$ cat config.mk
export PLATFORM = sky130hd
export DESIGN_NAME = mmm_final
export DESIGN_NICKNAME = d
export VERILOG_FILES = /design/src/design/mmm_pkg.sv /design/src/design/mmm_final.sv
export SDC_FILE = /design/constraint.sdc
export NUM_CORES = 1
export LEC_CHECK = 0
export ABC_CLOCK_PERIOD_IN_PS = 14900
export BUFFER_PORTS_ARGS = -buffer_cell sky130_fd_sc_hd__buf_4
export CORE_AREA = 8 8 521 523
export DETAILED_ROUTE_END_ITERATION = 8
export DIE_AREA = 0 0 529 531
export MAX_ROUTING_LAYER = met4
export SLEW_MARGIN = 20
export SYNTH_ARGS = -nofsm -noshare
export SYNTH_HDL_FRONTEND = slang
export SYNTH_SLANG_ARGS = --single-unit
$ cat constraint.sdc
create_clock -name clk -period 14.9 [get_ports clk]
set_clock_uncertainty 0.2 [all_clocks]
set_input_delay 0 -clock clk [delete_from_list [all_inputs] [get_ports clk]]
set_output_delay 0 -clock clk [all_outputs]
set_load 0.02 [all_outputs]
$ cat src/design/mmm_pkg.sv
// Shared types, constants and helpers for the Montgomery multiplier.
package mmm_pkg;

  localparam int MaxWords = 8;
  localparam int WordW    = 32;
  localparam int OpW      = MaxWords * WordW;
  localparam int AccWords = MaxWords + 2;
  localparam int AccW     = AccWords * WordW;
  localparam int CntW     = 4;
  localparam int CfgIdxW  = 3;
  localparam int CfgW     = 64;

  localparam logic [CfgIdxW-1:0] RegMod0      = 3'd0;
  localparam logic [CfgIdxW-1:0] RegMod1      = 3'd1;
  localparam logic [CfgIdxW-1:0] RegMod2      = 3'd2;
  localparam logic [CfgIdxW-1:0] RegMod3      = 3'd3;
  localparam logic [CfgIdxW-1:0] RegNegInv    = 3'd4;
  localparam logic [CfgIdxW-1:0] RegWordCount = 3'd5;

  typedef struct packed {
    logic [63:0] y_w3;
    logic [63:0] y_w2;
    logic [63:0] y_w1;
    logic [63:0] y_w0;
    logic [63:0] x_w3;
    logic [63:0] x_w2;
    logic [63:0] x_w1;
    logic [63:0] x_w0;
  } in_t;

  typedef struct packed {
    logic [3:0]  sig_words;
    logic [63:0] prod_w3;
    logic [63:0] prod_w2;
    logic [63:0] prod_w1;
    logic [63:0] prod_w0;
  } out_t;

  // operands and accumulator travelling down the pipe
  typedef struct packed {
    logic [OpW-1:0]  x;
    logic [OpW-1:0]  y;
    logic [AccW-1:0] c;
  } work_t;

  function automatic logic [CntW-1:0] eff_words(input logic [CntW-1:0] n);
    logic [CntW-1:0] r;
    r = n;
    if (n == '0) r = CntW'(1);
    if (n > CntW'(MaxWords)) r = CntW'(MaxWords);
    return r;
  endfunction

  function automatic logic [AccW-1:0] word_mask(input logic [CntW-1:0] n);
    logic [AccW-1:0] m;
    for (int k = 0; k < AccWords; k++) begin
      m[k*WordW +: WordW] = (k < int'(n)) ? '1 : '0;
    end
    return m;
  endfunction

endpackage

$ cat src/design/mmm_final.sv
// Final conditional subtraction, word count and output register.
module mmm_final (
  input  logic           clk,
  input  logic           rst,
  input  logic [3:0]     words,
  input  logic [255:0]   modulus,
  input  logic           in_valid,
  output logic           in_stall,
  input  mmm_pkg::work_t in_work,
  output logic           out_valid,
  input  logic           out_stall,
  output mmm_pkg::out_t  out_data
);
  import mmm_pkg::*;

  logic v1, v2, r1, r2;
  logic [AccW:0] diff;
  logic ge;
  logic [OpW-1:0] res, res1;
  logic [AccW-1:0] wmask;
  logic [3:0] sig;
  out_t out_reg;

  assign r2 = !v2 || !out_stall;
  assign r1 = !v1 || r2;
  assign in_stall = !r1;
  assign out_valid = v2;
  assign out_data = out_reg;

  // no borrow means accumulator >= modulus
  assign diff = {1'b0, in_work.c} - {65'b0, modulus};
  assign ge = !diff[AccW];
  assign wmask = word_mask(words);
  assign res = (ge ? diff[OpW-1:0] : in_work.c[OpW-1:0]) & wmask[OpW-1:0];

  always_comb begin
    sig = '0;
    for (int k = 0; k < MaxWords; k++) begin
      if (res1[k*WordW +: WordW] != '0) sig = 4'(k + 1);
    end
  end

  always_ff @(posedge clk) begin
    if (rst) begin
      v1 <= 1'b0;
      v2 <= 1'b0;
    end else begin
      if (r1) v1 <= in_valid;
      if (r2) v2 <= v1;
    end
  end

  always_ff @(posedge clk) begin
    if (r1) res1 <= res;
    if (r2) begin
      out_reg.prod_w0   <= res1[63:0];
      out_reg.prod_w1   <= res1[127:64];
      out_reg.prod_w2   <= res1[191:128];
      out_reg.prod_w3   <= res1[255:192];
      out_reg.sig_words <= sig;
    end
  end

endmodule

### Word-level counts from Yosys, hierarchy flattened

Cells that the tools add are included.

| storage, ports and cells | value |
|---|---|
| flip-flop bits (word level) | 518 |
| logic and storage cells | 48 |

| cells by class | value |
|---|---|
| $add $sub $neg | 1 |
| magnitude comparators | 8 |
| muxes and demuxes | 16 |
| bitwise gates (word level) | 1 |
| reductions and logical operators | 14 |

Operators with widths:

| operator | number |
|---|---|
| $sub 320x256->321 | 1 |
| $and 256x256->256 | 1 |
| $mux 256 | 1 |
| $mux 32 | 8 |
| $reduce_bool 32->1 | 8 |
| $mux 4 | 6 |
| $lt 3x4->1 const A | 4 |
| $lt 1x4->1 const A | 2 |
| $lt 2x4->1 const A | 2 |
| $logic_not 1->1 | 4 |
| $logic_or 1x1->1 | 2 |
| $mux 1 | 1 |

### Depth between registers and ports, before layout

Gate-level depths: netlist of run 1.

| depth | value |
|---|---|
| depth after elaboration | 8 |
| mapped depth | 21 |

### Worst setup path after synthesis of run 1

Ideal clock, no wire load.

| timing path | value |
|---|---|
| path type | reg-to-reg |
| start point | register v2, in the netlist out_valid |
| end point | register res1[0], enable pin |
| data arrival time | 6200 ps |
| required time | 12088 ps |
| path slack | 5888 ps |
| stages on the path, launching flop included | 2 |
| buffers on the path | 0 |
| period minus slack after synthesis | 9012 ps |
| cell sequence | dfxtp_1 > nand3_1 |

| on the way | value |
|---|---|
| longest elaborated chain between the ends | 3 |

Ends and longest elaborated chain:

| item | RTL line | source |
|---|---|---|
| start, declared | mmm_final.sv:16 | `logic v1, v2, r1, r2;` |
| start signal, assigned | mmm_final.sv:49 | `if (r2) v2 <= v1;` |
| $logic_not 1->1 | mmm_final.sv:24 | `assign r2 = !v2 \|\| !out_stall;` |
| $logic_or 1x1->1 | mmm_final.sv:24 |  |
| $logic_or 1x1->1 | mmm_final.sv:25 | `assign r1 = !v1 \|\| r2;` |
| end signal, assigned | mmm_final.sv:54 | `if (r1) res1 <= res;` |
| end, declared | mmm_final.sv:19 | `logic [OpW-1:0] res, res1;` |

No other way between the ends.
A chain may end at the register's enable or synchronous reset.

### Worst setup path in the final report of run 1

| timing path | value |
|---|---|
| start point | input in_work[47] (netlist bit) |
| end point | register res1[246], data pin |

| on the way | value |
|---|---|
| longest elaborated chain between the ends | 3 |

Ends and longest elaborated chain:

| item | RTL line | source |
|---|---|---|
| start, declared | mmm_final.sv:9 | `input mmm_pkg::work_t in_work,` |
| $sub 320x256->321 | mmm_final.sv:31 | `assign diff = {1'b0, in_work.c} - {65'b0, modulus};` |
| $mux 256 | mmm_final.sv:34 | `assign res = (ge ? diff[OpW-1:0] : in_work.c[OpW-1:0]) & wmask[OpW-1:0];` |
| $and 256x256->256 | mmm_final.sv:34 |  |
| named net res[246] | mmm_final.sv:19 |  |

The timed path passes the listed nets, and every way through them passes these cells.

==> flow_summary.ini, run 1 <==
[clocking]
cts_tree = built
cts_hold_buf = 565
htree_levels = 3
clk_root_buffer_cell = clkbuf_16
insertion_delay_ps = 710
cts_max_path_buffers = 3
cts_buffers = 67
clkTransAtPathRegs_ps = 60
cts_sinks = 518
cts_resized = 0
cts_setup_buffers = 0

[synthesis]
yosys-top-cells-area = edfxtp_1 (39%), a21oi_1 (8.4%), ha_1 (8.0%), nand2_1 (6.6%), nor2_1 (4.0%)
yosysSeqAreaShare_pct = 39.0
yosysUniqueCellTypes = 92
netlist_area_um2 = 39900
yosys.area.top_type_share_pct = 38.9
synth_top_area_cell = edfxtp_1
synth-seq-cells = 518
synth_cells = 4789
async_reset_ff_share_pct = 0
avgSynthCellArea_um2 = 8.32
synth-main-ff-cell = edfxtp_1
synth_warnings = 0
syn_nets = 6142
synth_edf_count = 516

[power]
p_leak_uw = 0.0237
comb_power_share_pct = 37.4
swShare_pct = 36.8
seqPwrFrac_pct = 35.0
vdd_drop_max_mv = 0.0869
internal-power_uw = 3840
clkPwrFrac_pct = 27.5
p_sw_uw = 2240
p_per_area_nw_per_um2 = 104

[job]
drv_cap = 0

[grt]
grt_pass1_vias = 41500
grt_max_degree = 75
use_met3_pct = 9.54
grt_util_met1_pct = 24.9
overflow = 0
antenna_found_initial = 281
grt_pass1_wl_mm = 352
busiest_layer = met1
use_met2_pct = 23.7
grt_use_total_pct = 18.5

[setup_path]
path_cells = dlygate4sd3_1, buf_4, ha_1, nand2_1, o21ai_0, nor3_2, a211oi_1, nor3_1, buf_4, nand3b_1, nand3_1, nand2_1, nand3_1, nand2_4, buf_4, buf_4, nand2_1, a311o_1, o21ai_0, dlygate4sd3_1
critPathRequiredTime_ps = 15240
path_buf_inv = 6
criticalPathCategory = in2reg
worst_ep_arrival_time_ps = 8060
cp_max_fo = 60
endpoint_kind = register
cpMaxStageDelayCell = o21ai_0
cp_common_cell = buf_4
max_stage_delay_ps = 1140
reg2reg_from = res1[32]$_DFFE_PN_
crit_path_start_kind = primary input
cp_top_family = buffers and inverters
cp-startpoint = in_work[47]

[sta]
period_minus_slack_ps = 7720
fmax_ghz = 0.130
worst_pin_slew_ps = 1380
rsz0062_at_grt = no
slew-limit-headroom_pct = 6.86
fin_crit_sh_pct = 51.8
hold_slack_ps = 46.1
fin_ws_ps = 7180
setup_tns_ps = 0
setup_viol = 0
finalMaxSlewViolations = 0
finalHoldViolations = 0

[floorplanning]
fp-row-count = 189
dieArea_um2 = 281000
die_w_um = 529
initial_utilization_pct = 15.1
die_h_um = 531
pin_count = 1358
core_area_um2 = 263000

[detailed_routing]
post_drt_via_cell_ratio = 4.45
first_iter_violations = 4539
drc = 0
drt-pass1-iter-count = 6
ant_nets = 0
vias = 43800
wl_mm = 268
wl_per_cell_um = 27.2

[placement]
io_buffers = 845
gp_congestion = 0.986
dpl.hpwl_mm = 233
numPlacedInstances = 8968
dp_slack_ps = 7630

[final_layout]
layoutNonFillerInstCount = 9853
syn_to_final_growth_pct = 46.6
nets = 7422
fillerInstances = 29200
final_util_pct = 22.2
final_layout_size_suffix_gt1_share_pct = 17.4

[min_path]
hold_start = words[0]
min_path_type = in2reg

[run_status]
status = finished, final reports clean
==> cell families after synthesis <==
| family | share of synthesized area [%] |
|---|---|
| fa+ha+maj | 8.08 |
| xor+xnor | 5.49 |
| flops | 39.0 |
| buf+inv | 5.48 |
| simple gates | 19.2 |
| compound gates | 22.8 |
==> synthesized netlist by cell type, types with 8 or more instances <==
master	n
o21a_1	42
nand4_1	198
a31oi_1	43
nor4_1	123
nor2b_1	18
o21bai_1	77
and4_1	8
nand2_1	697
clkbuf_1	203
nand3_1	47
inv_1	331
or2_2	21
a21oi_1	667
nand2b_1	17
a21o_1	127
o21ai_0	315
o31ai_1	16
or3_1	18
xor2_1	96
o21ai_1	20
nor2_1	426
nor3_1	62
ha_1	256
o211ai_1	12
edfxtp_1	516
xnor2_1	154
a211oi_1	72
a21boi_0	22
buf_2	35
==> per-layer routing <==
metal  vias up  part of all wire [%]
met5         -                     0
met4         0                   3.5
met3       369                    14
met2      2191                    37
met1     21000                    45
li1      20300                     -
==> worst paths after layout <==
| check | depth (start not counted) | endpoint | slack (ps) |
|---|---|---|---|
| max | 20 | res1[246]$_DFFE_PN_ | 7180 |
| min | 4 | res1[159]$_DFFE_PN_ | 50 |
| max reg2reg | 8 | out_data[256]$_SDFFCE_PP0P_ | 11780 |
| min reg2reg | 0 | out_data[35]$_DFFE_PP_ | 220 |
==> layout make-up <==
type / instances / area, um^2 / area share (%)
Multi-Input combinational cell: 3701 / 22200 / 38.0
Sequential cell: 518 / 15500 / 26.6
Timing Repair Buffer: 1450 / 12300 / 21.0
Tap cell: 3533 / 4420 / 7.56
Clock buffer: 80 / 1730 / 2.95
Inverter: 331 / 1240 / 2.13
Antenna cell: 201 / 503 / 0.861
Clock inverter: 39 / 488 / 0.835
==> tightest hold or removal path: cells and delay by family <==
| kind | cells | cell delay, ps |
|---|---|---|
| compound gates | 2 | 350 |
| buf+inv | 2 | 400 |
==> flip-flops by register name (all words and copies together), names as in the netlist <==
signal / cells
out_data: 260
out_valid: 1
res1: 256
v1: 1
==> cell usage in the layout (no fill, tap or decap), types with 12 or more instances in the layout <==
cell type,n
o31ai_1,15
o21ai_0,315
a21oi_1,665
diode_2,201
or2_2,21
inv_1,331
a31oi_1,42
or3_1,18
a21boi_0,21
dlygate4sd3_1,565
a211oi_1,71
o21bai_1,77
xnor2_1,154
nand2b_1,17
o211ai_1,12
nand3_1,46
clkbuf_1,13
clkbuf_16,67
o21a_1,42
nand2_1,695
a21o_1,127
nor4_1,123
nor2b_1,18
nand4_1,198
ha_1,256
nor2_1,424
nor3_1,60
edfxtp_1,516
xor2_1,96
buf_4,885
o21ai_1,20
==> power by group through the flow <==
stage               Sequential [uW]  Clock [uW]  Combinational, uW
global route                   2160        1780               2440
global placement               2150           0               1980
floorplan                      2280           0                844
finish                         2130        1680               2280
detailed placement             2150           0               1970
CTS                            2130        1730               2250
==> through the flow <==
stage | area [um^2] | total power [uW]
after floorplan | 39900 | 3120
after global placement | 50100 | 4130
after detailed placement | 50100 | 4120
after CTS | 57900 | 6110
after global routing | 58400 | 6380
final | 58400 | 6090
(Power assumes the default switching activity.)
==> inputs of run 2 (changes only) <==
Settings changed: ABC_CLOCK_PERIOD_IN_PS 14900 to 8070, CORE_AREA 8 8 521 523 to 8 8 525 527, DIE_AREA 0 0 529 531 to 0 0 533 535.
Clock period 14.9 ns to 8.07 ns, I/O delays scaled along.
==> run 2 against run 1 <==
  * Clock-buffer cell count decreased by 6
  * Sequential share of layout area is 0.15 points lower
  * Sequential power up 85%
==> flow_summary.ini, run 2 (same netlist as run 1, synthesis figures left out) <==
[run_status]
status = finished, final reports clean

[detailed_routing]
vias = 44300
ant_nets = 0
post_drt_via_cell_ratio = 4.50
first_iter_violations = 4749
drc = 0
wl_per_cell_um = 27.4
wl_mm = 270
drt-pass1-iter-count = 6

[power]
internal-power_uw = 7280
swShare_pct = 36.7
p_sw_uw = 4220
p_leak_uw = 0.0239
clkPwrFrac_pct = 28.7
p_per_area_nw_per_um2 = 196
vdd_drop_max_mv = 0.134
seqPwrFrac_pct = 34.4
comb_power_share_pct = 36.9
finalPower_uw = 11500

[setup_path]
criticalPathCategory = in2reg
critPathRequiredTime_ps = 8300
worst_ep_arrival_time_ps = 7360
cp_max_fo = 7
endpoint_kind = register
r2r_cells = 7
crit_path_start_kind = primary input

[clocking]
htree_levels = 3
clkTransAtPathRegs_ps = 70
clk_root_buffer_cell = clkbuf_16
cts_tree = built
cts_sinks = 518
cts_setup_buffers = 0
cts_hold_buf = 576
cts_max_path_buffers = 3
cts_resized = 0
cts_buffers = 66
insertion_delay_ps = 720

[floorplanning]
dieArea_um2 = 285000
die_w_um = 533
core_area_um2 = 267000
die_h_um = 535
fp-row-count = 190
initial_utilization_pct = 14.9
pin_count = 1358

[sta]
setup_viol = 0
fin_crit_sh_pct = 88.4
setup_tns_ps = 0
finalHoldViolations = 0
slew-limit-headroom_pct = 15.2
worst_pin_slew_ps = 1260
period_minus_slack_ps = 7130
rsz0062_at_grt = no
finalMaxSlewViolations = 0
fmax_ghz = 0.140

[grt]
overflow = 0
grt_pass1_wl_mm = 357
antenna_found_initial = 238
grt_pass1_vias = 41600
grt_use_total_pct = 18.5
grt_max_degree = 122

[placement]
dpl.hpwl_mm = 234
gp_congestion = 0.998
io_buffers = 845
place_area_um2 = 50300
numPlacedInstances = 9003

[job]
drv_cap = 0

[final_layout]
fin_area_um2 = 58800
fillerInstances = 29500
layoutNonFillerInstCount = 9847
final_cell_mix = buf_4 (894), nand2_1 (695), a21oi_1 (665)
largest_reg_flops = 260
syn_to_final_growth_pct = 47.5
nets = 7448
final_util_pct = 22.0
final_layout_size_suffix_gt1_share_pct = 17.7
final_common_cell = buf_4

[min_path]
min_path_type = in2reg
holdPathStages = 5
==> run 2: changes by cell type in the layout (fill, tap and decap cells not counted), sizes merged <==
cell	previous run	this run
inv	340	339
clkbuf	80	74
dlygate4sd3	565	576
clkinvlp	4	6
bufinv	7	12
buf	885	901
diode	201	149
==> run 2: routing by layer <==
metal / global-route usage (%) / part of all wire (%) / vias up
met5: - / 0 / -
met4: 4.16 / 2.7 / 0
met3: 8.48 / 14 / 348
met2: 24.0 / 38 / 2397
met1: 25.6 / 46 / 21200
li1: - / - / 20300
==> run 2: critical path, cell delays in order <==
cell           delay, ps
dlygate4sd3_1        580
buf_4                160
ha_1                 410
nand2_1              170
nor2_1               670
nand2_1              380
o21ai_0              740
a31oi_1              200
o21bai_1             210
a41oi_2              130
o31ai_2              690
a41oi_1              480
o311ai_1             830
a21o_1               360
inv_1                120
o21ai_1              360
xnor2_1              180
o21ai_1               80
dlygate4sd3_1        580
==> run 2: area by class of cell <==
class	instances	area [um^2]	share of cell area, %
timing repair buffer	1477	12600	21.5
multi-input combinational	3701	22200	37.8
tap	3552	4440	7.56
clock buffer	74	1720	2.93
sequential	518	15500	26.4
inverter	331	1240	2.11
clock inverter	45	633	1.08
antenna	149	373	0.634
==> run 2: per-stage QoR <==
step | hold slack, ps | setup slack, ps
after floorplan | -131 | 1150
after global placement | -26.9 | 1470
after detailed placement | -27.9 | 1590
after CTS | 3.81 | 1090
after global routing | 54.1 | 850
final | 88.6 | 940
==> run 2: worst paths after layout <==
| path | from | to | slack, ps |
|---|---|---|---|
| setup / recovery | in_work[53] | res1[226]$_DFFE_PN_ | 940 |
| hold / removal | modulus[231] | res1[231]$_DFFE_PN_ | 90 |
| setup reg to reg | res1[66]$_DFFE_PN_ | out_data[256]$_SDFFCE_PP0P_ | 4830 |
| hold reg to reg | res1[176]$_DFFE_PN_ | out_data[176]$_DFFE_PP_ | 240 |
==> run 2: power groups by stage <==
stage | logic (uW) | registers [uW] | clock network [uW]
2_1_floorplan | 1560 | 4210 | 0
3_3_place_gp | 3670 | 3990 | 0
3_5_place_dp | 3650 | 3990 | 0
4_1_cts | 4190 | 3950 | 3400
5_1_grt | 4530 | 4000 | 3480
6_report | 4250 | 3950 | 3300
